$ cat src/sv/kpe_pkg.sv
// ----------------------------------------------------------------------------
// kpe_pkg
// Shared constants, types and the exponential table of the pair kernel block.
// ----------------------------------------------------------------------------
`default_nettype none

package kpe_pkg;

  localparam int COORD_WIDTH     = 16;
  localparam int EXP_TABLE_DEPTH = 256;
  localparam int TAB_IDX_W       = $clog2(EXP_TABLE_DEPTH);
  localparam int TAB_PTR_W       = $clog2(EXP_TABLE_DEPTH + 1);
  localparam int MAG_W           = COORD_WIDTH + 1;
  localparam int ACC_W           = 40;
  localparam int REG_W           = 24;
  localparam int CFG_IDX_W       = 2;

  localparam logic [ACC_W-1:0] ACC_MAX   = '1;
  localparam logic [63:0]      Q30_ONE   = 64'd1073741824;
  localparam logic [63:0]      LN2_Q30   = 64'd744261118;
  localparam logic [31:0]      LOG2E_Q30 = 32'd1549082005;
  localparam logic [31:0]      SQRT5_Q30 = 32'd2400959709;

  // Register indexes of the configuration port.
  localparam logic [CFG_IDX_W-1:0] REG_KERNEL_MODE     = 2'd0;
  localparam logic [CFG_IDX_W-1:0] REG_INV_LENGTHSCALE = 2'd1;
  localparam logic [CFG_IDX_W-1:0] REG_OUTPUT_SCALE    = 2'd2;

  localparam logic [REG_W-1:0] IL_RESET    = 24'd65536;
  localparam logic [REG_W-1:0] SCALE_RESET = 24'd65536;

  // Operand pairs of the shared multiplier.
  typedef enum logic [3:0] {
    MUL_ACC_LO,
    MUL_ACC_HI,
    MUL_S_HI,
    MUL_S_LO,
    MUL_X_LOG2E,
    MUL_D_REM,
    MUL_ROOT_SQRT5,
    MUL_A_SQ,
    MUL_POLY_E,
    MUL_BASE_SCALE
  } mul_sel_e;

  typedef struct packed {
    logic     take;
    logic     acc_add;
    logic     mul_en;
    mul_sel_e mul_sel;
    logic     tmp_load;
    logic     s_load;
    logic     u_load;
    logic     x_from_u;
    logic     a_load;
    logic     sqrt_init;
    logic     sqrt_step;
    logic     div_init;
    logic     div_step;
    logic     poly_load;
    logic     y_load;
    logic     tab_load;
    logic     exp_load;
    logic     exp_zero;
    logic     base_from_exp;
    logic     base_from_prod;
    logic     base_zero;
    logic     load_out;
  } kpe_cmd_t;

  typedef struct packed {
    logic last;
    logic mode;
    logic u_ge_2p30;
    logic u_ge_2p32;
    logic cnt_last;
    logic a_big;
    logic k_big;
    logic out_full;
  } kpe_sts_t;

  typedef logic [30:0] pow2_tab_t [0:EXP_TABLE_DEPTH];

  // Table of 2^(-j/DEPTH) in Q.30, built at elaboration from the series of exp(-z).
  function automatic pow2_tab_t build_pow2_tab();
    pow2_tab_t   tab;
    logic [63:0] z;
    logic [63:0] term;
    logic [63:0] pos;
    logic [63:0] neg;
    for (int i = 0; i <= EXP_TABLE_DEPTH; i++) begin
      z    = (64'(i) * LN2_Q30 + 64'(EXP_TABLE_DEPTH / 2)) / 64'(EXP_TABLE_DEPTH);
      term = Q30_ONE;
      pos  = Q30_ONE;
      neg  = '0;
      for (int n = 1; n <= 24; n++) begin
        term = ((term * z) >> 30) / 64'(n);
        if ((n & 1) != 0) begin
          neg = neg + term;
        end else begin
          pos = pos + term;
        end
      end
      tab[i] = (pos > neg) ? 31'(pos - neg) : '0;
    end
    return tab;
  endfunction

  localparam pow2_tab_t POW2_TAB = build_pow2_tab();

endpackage

`default_nettype wire

$ cat src/sv/kpe_ctrl.sv
// ----------------------------------------------------------------------------
// kpe_ctrl
// Sequencer: accepts coordinate words and steps the datapath through the
// kernel evaluation after the last dimension.
// ----------------------------------------------------------------------------
`default_nettype none

module kpe_ctrl (
  input  wire logic              clk_i,
  input  wire logic              rst_ni,
  input  wire logic              item_valid_i,
  output logic                   item_ready_o,
  input  wire kpe_pkg::kpe_sts_t sts_i,
  output kpe_pkg::kpe_cmd_t      cmd_o
);

  typedef enum logic [4:0] {
    ST_IDLE, ST_SQ, ST_M_ACC_LO, ST_M_ACC_HI, ST_S, ST_M_SHI, ST_M_SLO, ST_U,
    ST_CHECK, ST_SQRT, ST_AM, ST_AA, ST_PM, ST_DIVINIT, ST_DIV, ST_POLY,
    ST_EM1, ST_EY, ST_ETAB, ST_EM2, ST_EV, ST_BASE, ST_BB, ST_FM, ST_OUT
  } state_e;

  state_e state_q;
  state_e state_d;

  always_comb begin
    cmd_o        = '0;
    cmd_o.mul_sel = kpe_pkg::MUL_ACC_LO;
    item_ready_o = 1'b0;
    state_d      = state_q;
    case (state_q)
      ST_IDLE: begin
        item_ready_o = 1'b1;
        if (item_valid_i) begin
          cmd_o.take = 1'b1;
          state_d    = ST_SQ;
        end
      end
      ST_SQ: begin
        cmd_o.acc_add = 1'b1;
        state_d = sts_i.last ? ST_M_ACC_LO : ST_IDLE;
      end
      ST_M_ACC_LO: begin
        cmd_o.mul_en = 1'b1; cmd_o.mul_sel = kpe_pkg::MUL_ACC_LO;
        state_d = ST_M_ACC_HI;
      end
      ST_M_ACC_HI: begin
        cmd_o.mul_en = 1'b1; cmd_o.mul_sel = kpe_pkg::MUL_ACC_HI;
        cmd_o.tmp_load = 1'b1;
        state_d = ST_S;
      end
      ST_S: begin
        cmd_o.s_load = 1'b1;
        state_d = ST_M_SHI;
      end
      ST_M_SHI: begin
        cmd_o.mul_en = 1'b1; cmd_o.mul_sel = kpe_pkg::MUL_S_HI;
        state_d = ST_M_SLO;
      end
      ST_M_SLO: begin
        cmd_o.mul_en = 1'b1; cmd_o.mul_sel = kpe_pkg::MUL_S_LO;
        cmd_o.tmp_load = 1'b1;
        state_d = ST_U;
      end
      ST_U: begin
        cmd_o.u_load = 1'b1;
        state_d = ST_CHECK;
      end
      ST_CHECK: begin
        if (!sts_i.mode) begin
          if (sts_i.u_ge_2p30) begin
            cmd_o.base_zero = 1'b1; state_d = ST_FM;
          end else begin
            cmd_o.x_from_u = 1'b1; state_d = ST_EM1;
          end
        end else if (sts_i.u_ge_2p32) begin
          cmd_o.base_zero = 1'b1; state_d = ST_FM;
        end else begin
          cmd_o.sqrt_init = 1'b1; state_d = ST_SQRT;
        end
      end
      ST_SQRT: begin
        cmd_o.sqrt_step = 1'b1;
        if (sts_i.cnt_last) begin
          state_d = ST_AM;
        end
      end
      ST_AM: begin
        cmd_o.mul_en = 1'b1; cmd_o.mul_sel = kpe_pkg::MUL_ROOT_SQRT5;
        state_d = ST_AA;
      end
      ST_AA: begin
        if (sts_i.a_big) begin
          cmd_o.base_zero = 1'b1; state_d = ST_FM;
        end else begin
          cmd_o.a_load = 1'b1; state_d = ST_PM;
        end
      end
      ST_PM: begin
        cmd_o.mul_en = 1'b1; cmd_o.mul_sel = kpe_pkg::MUL_A_SQ;
        state_d = ST_DIVINIT;
      end
      ST_DIVINIT: begin
        cmd_o.div_init = 1'b1;
        state_d = ST_DIV;
      end
      ST_DIV: begin
        cmd_o.div_step = 1'b1;
        state_d = ST_POLY;
      end
      ST_POLY: begin
        cmd_o.poly_load = 1'b1;
        state_d = ST_EM1;
      end
      ST_EM1: begin
        cmd_o.mul_en = 1'b1; cmd_o.mul_sel = kpe_pkg::MUL_X_LOG2E;
        state_d = ST_EY;
      end
      ST_EY: begin
        cmd_o.y_load = 1'b1;
        state_d = ST_ETAB;
      end
      ST_ETAB: begin
        if (sts_i.k_big) begin
          cmd_o.exp_zero = 1'b1; state_d = ST_BASE;
        end else begin
          cmd_o.tab_load = 1'b1; state_d = ST_EM2;
        end
      end
      ST_EM2: begin
        cmd_o.mul_en = 1'b1; cmd_o.mul_sel = kpe_pkg::MUL_D_REM;
        state_d = ST_EV;
      end
      ST_EV: begin
        cmd_o.exp_load = 1'b1;
        state_d = ST_BASE;
      end
      ST_BASE: begin
        if (!sts_i.mode) begin
          cmd_o.base_from_exp = 1'b1; state_d = ST_FM;
        end else begin
          cmd_o.mul_en = 1'b1; cmd_o.mul_sel = kpe_pkg::MUL_POLY_E;
          state_d = ST_BB;
        end
      end
      ST_BB: begin
        cmd_o.base_from_prod = 1'b1;
        state_d = ST_FM;
      end
      ST_FM: begin
        cmd_o.mul_en = 1'b1; cmd_o.mul_sel = kpe_pkg::MUL_BASE_SCALE;
        state_d = ST_OUT;
      end
      ST_OUT: begin
        if (!sts_i.out_full) begin
          cmd_o.load_out = 1'b1;
          state_d = ST_IDLE;
        end
      end
      default: state_d = ST_IDLE;
    endcase
  end

  always_ff @(posedge clk_i or negedge rst_ni) begin
    if (!rst_ni) begin
      state_q <= ST_IDLE;
    end else begin
      state_q <= state_d;
    end
  end

endmodule

`default_nettype wire

$ cat config.mk
export PLATFORM = sky130hd
export DESIGN_NAME = kpe_ctrl
export DESIGN_NICKNAME = d
export VERILOG_FILES = /design/src/sv/kpe_pkg.sv /design/src/sv/kpe_ctrl.sv
export SDC_FILE = /design/constraint.sdc
export NUM_CORES = 1
export LEC_CHECK = 0
export ABC_AREA = 1
export BUFFER_PORTS_ARGS = -buffer_cell sky130_fd_sc_hd__buf_2
export CAP_MARGIN = 20
export CORE_ASPECT_RATIO = 0.6
export CORE_MARGIN = 8
export CORE_UTILIZATION = 25
export DETAILED_ROUTE_END_ITERATION = 10
export MAX_ROUTING_LAYER = met4
export PLACE_DENSITY = 0.47
export SLEW_MARGIN = 15
export SYNTH_ARGS = -nofsm -noshare
export SYNTH_HDL_FRONTEND = slang
export SYNTH_SLANG_ARGS = --single-unit
$ cat constraint.sdc
create_clock -name clk_i -period 4 [get_ports clk_i]
set_input_delay 0.4 -clock clk_i [delete_from_list [all_inputs] [get_ports clk_i]]
set_output_delay 0.4 -clock clk_i [all_outputs]
set_load 0.02 [all_outputs]
==> metrics.md <==
| Metric | Value |
|---|---|
| Largest register FFs | `5` |
| Post-synth cell types | `21` |
| Top flop regs | `state_q (5)` |
| Post-Layout Inst Area | `1040 sq um` |
| Setup bufs post-CTS | `0` |
| Area after DPL | `around 1000 sq um` |
| Synth Flop Type | `dfrtp_1` |
| Clock-pin slew on the worst setup and hold paths | `around 0.04 ns` |
| Dpl hpwl | `2.48 mm` |
| Endpoints failing setup | `0` |
| Compound-Gate Fraction of Synth Area | `6.34%` |
| GR peak layer | `met1` |
| Root Buffer | `clkbuf_8` |
| Adder-cell share of the synthesized area | `0%` |
| Critical-path top delay cell | `dfrtp_1` |
| Critical path arrival | `2.02 ns` |
| Max-Cap Viols | `0` |
| Sw power | `0.000458 W` |
| Main combinational cell family by area after synthesis | `simple AND/OR/NAND/NOR gates` |
| Post-Synth Simple-Gate Area | `61.5%` |
| Setup slack, reg-to-reg | `between 2 and 2.5 ns` |
| DRC | `0` |
| Worst R2R Start | `state_q[4]$_DFFE_PN0P_` |
| H-Tree Level Count | `1` |
| Layout net count | `approximately 200` |
| Post-synth EDFFs | `0` |
| # diodes | `0` |
| DRT Wirelength | `2.96 mm` |
| Reg with most FFs | `state_q` |
| P_leak | `0.717 nW` |
| Fin crit period | `~2.4 ns` |
| Filler cell count | `357` |
| Initial antenna violation count | `0` |
| Cts bufs inserted | `3` |
| DRT Pass-1 Iters | `4` |
| Most frequent cell after synthesis | `nand2_1` |
| Hold buffer count at cts | `1` |
| Worst Hold Class | `input pin to flip-flop` |
| Worst Max-Slew Pin Slew | `0.599 ns` |
| First-pass GRT wire length | `roughly 4.6 mm` |
| Crit path cell chain | `inv_1 -> nand3_1 -> nand2_1 -> nor2_1 -> nand4_1 -> buf_2` |
| Post-synthesis sequential area ratio | `16.3%` |
| Synth area leaders | `nand3_1 (17%), dfrtp_1 (16%), nand2_1 (16%), inv_1 (13%), nor2_1 (13%)` |
| Async SR Flop Fraction | `100%` |
| Commonest cells in the netlist | `nand2_1 (32), inv_1 (27), nand3_1 (26), nor2_1 (26), nand4_1 (6)` |
| Switching Fraction | `60.6%` |
| FP Rows | `15` |
| Worst hold stages | `3` |
| Cell Int Power | `0.000298 W` |
| Setup crit start kind | `flip-flop` |
| Vias in the first global route | `942` |
| Placer congestion estimate | `0.868` |
| Power density over the cells | `724 nW/um^2` |
| Worst setup path class | `flip-flop to output port` |
| XOR/XNOR share of the synthesized area | `0%` |
| Worst slew margin relative to its limit | `about three fifths` |
| Post-synth top area cell | `nand3_1` |
| Starting DRT DRC Count | `142` |
| WP data required | `3.60 ns` |
| Fraction of layout cells with a size suffix above 1 | `between 20% and 30%` |
| Resized cells post-CTS | `0` |
| Worst Path Max Fanout | `18` |
| Final ANT Viol Nets | `0` |
| Final setup TNS | `0 ns` |
| Grt ovf | `0` |
| Die width | `87.6 um` |
| Hold path startpoint | `sts_i[3]` |
| Slew Viols, Final | `0` |
| Delay-heaviest family, CP | `flip-flops` |
| RSZ-0062 raised after global routing | `no` |
| GRT Util Overall | `between 10% and 20%` |
| Clock latency on the worst-skew pair | `approximately 0.22 ns` |
| Avg Cell Area, Syn | `5.20 sq um` |
| Met3 GRT Util | `under 10%` |
| Via/cell ratio | `about 4.5` |
| Yosys reg bits | `5` |
| Gate Count Post-Synth | `148` |
| Core Box Area | `2910 sq um` |
| Syn Nets | `159` |
| Avg WL per Cell | `about 13 um` |
| Input/output buffers | `36` |
| Synthesized area | `769 sq um` |
| Min-Delay Endpoint | `state_q[0]$_DFFE_PN0P_` |
| R2R Path End | `state_q[0]$_DFFE_PN0P_` |
| CP max stage delay | `0.71 ns` |
| Yosys top cell area share | `16.9%` |
| YS warnings | `0` |
| Skew final | `0.00106 ns` |
| Worst path bufs/invs | `2` |
| Final Cycle Share | `60.5%` |
| Reg power frac | `17.0%` |
| Worst Setup End Kind | `output port` |
| Met2 Use GR | `14.1%` |
| Largest net degree at the start of global routing | `19` |
| Combinational Power Share | `70.8%` |
| Die ar. | `5170 sq um` |
| Area grow syn2layout | `35.6%` |
| Grt met1 use | `about 18%` |
| Clock Sinks | `5` |
| Chip Height | `between 50 and 60 um` |
| Clock Power Share | `12.2%` |
| CTS Buffer Depth | `2` |
| Initial core utilization | `26.5%` |
| Worst vdd ir | `0.204 mV` |
| Max frequency | `about 410 MHz` |
| Via Count | `1033` |
| CTS tree | `yes` |
| Multiplexer area fraction after synthesis | `0%` |
| # IOs | `37` |
| Outcome | `finished clean` |
| R2r worst-path depth | `9` |
| Final Hold Fails | `0` |
[per-stage QoR]
stage	worst slack [ns]	hold slack, ns	cells	util, %	total power [W]
detailed placement	1.86	0.221	223	34.0	0.000659
global placement	1.88	0.215	223	34.0	0.000664
CTS	1.62	0.469	228	35.9	0.000753
floorplan	2.15	0.104	148	-	0.000501
global route	1.42	0.515	228	35.9	0.000821
finish	1.58	0.467	228	35.9	0.000755
[metal layers]
metal  share of wire [%]  vias to the layer above  wire, um
li1                    -                      546         -
met3                  10                        0       295
met2                  36                       53      1080
met1                  54                      434      1590
met4                   0                        0         0
met5                   0                        -         0
[cell families after synthesis]
logic type	Yosys count
flops	5
compound gates	8
buf+inv	32
simple gates	103
[how the worst max path moves through the flow]
| stage | startpoint | slack [ns] | depth (start not counted) | endpoint |
|---|---|---|---|---|
| floorplan | state_q[4]$_DFFE_PN0P_ | 2.15 | 4 | cmd_o[0] |
| global placement | state_q[4]$_DFFE_PN0P_ | 1.88 | 6 | cmd_o[22] |
| detailed placement | state_q[4]$_DFFE_PN0P_ | 1.86 | 6 | cmd_o[22] |
| CTS | state_q[4]$_DFFE_PN0P_ | 1.62 | 6 | cmd_o[22] |
| global route | state_q[4]$_DFFE_PN0P_ | 1.42 | 6 | cmd_o[22] |
| finish | state_q[4]$_DFFE_PN0P_ | 1.58 | 6 | cmd_o[22] |
[power groups by stage]
stage                     clock [W]  sequential [W]  combinational [W]
after floorplan                   0        0.000103           0.000398
after global placement            0        0.000129           0.000535
after detailed placement          0        0.000129           0.000531
after CTS                 0.0000927        0.000128           0.000533
after global routing      0.0000966        0.000134           0.000591
final                     0.0000919        0.000129           0.000535
[worst reg2reg max path: cells and delay by family, from the launching register on]
kind / cells / cell delay [ns]
simple gates: 8 / 0.77
buf+inv: 1 / 0.36
flops: 1 / 0.71
[placed cells by master (no fill, tap or decap)]
cell type	count
nor4_1	1
a21oi_1	2
nor3_1	3
dfrtp_1	5
or2_2	2
o2111ai_1	1
a21boi_0	1
clkbuf_1	1
nand4_1	6
nand2_1	32
dlygate4sd3_1	1
buf_2	36
inv_1	27
nor2_4	2
nor2_2	3
o211ai_1	1
nand2_2	1
inv_2	2
nand3_1	26
clkbuf_8	3
o21ai_0	3
nor2_1	26
or2_1	1
[cell type report]
| cell class | count | area, sq um | share of cell area [%] |
|---|---|---|---|
| tap | 42 | 52.6 | 5.04 |
| clock buffer | 4 | 45.0 | 4.32 |
| sequential | 5 | 125 | 12.0 |
| multi-input combinational | 111 | 522 | 50.0 |
| timing repair buffer | 37 | 190 | 18.2 |
| inverter | 29 | 109 | 10.4 |
Power figures use the tool's default switching activity.
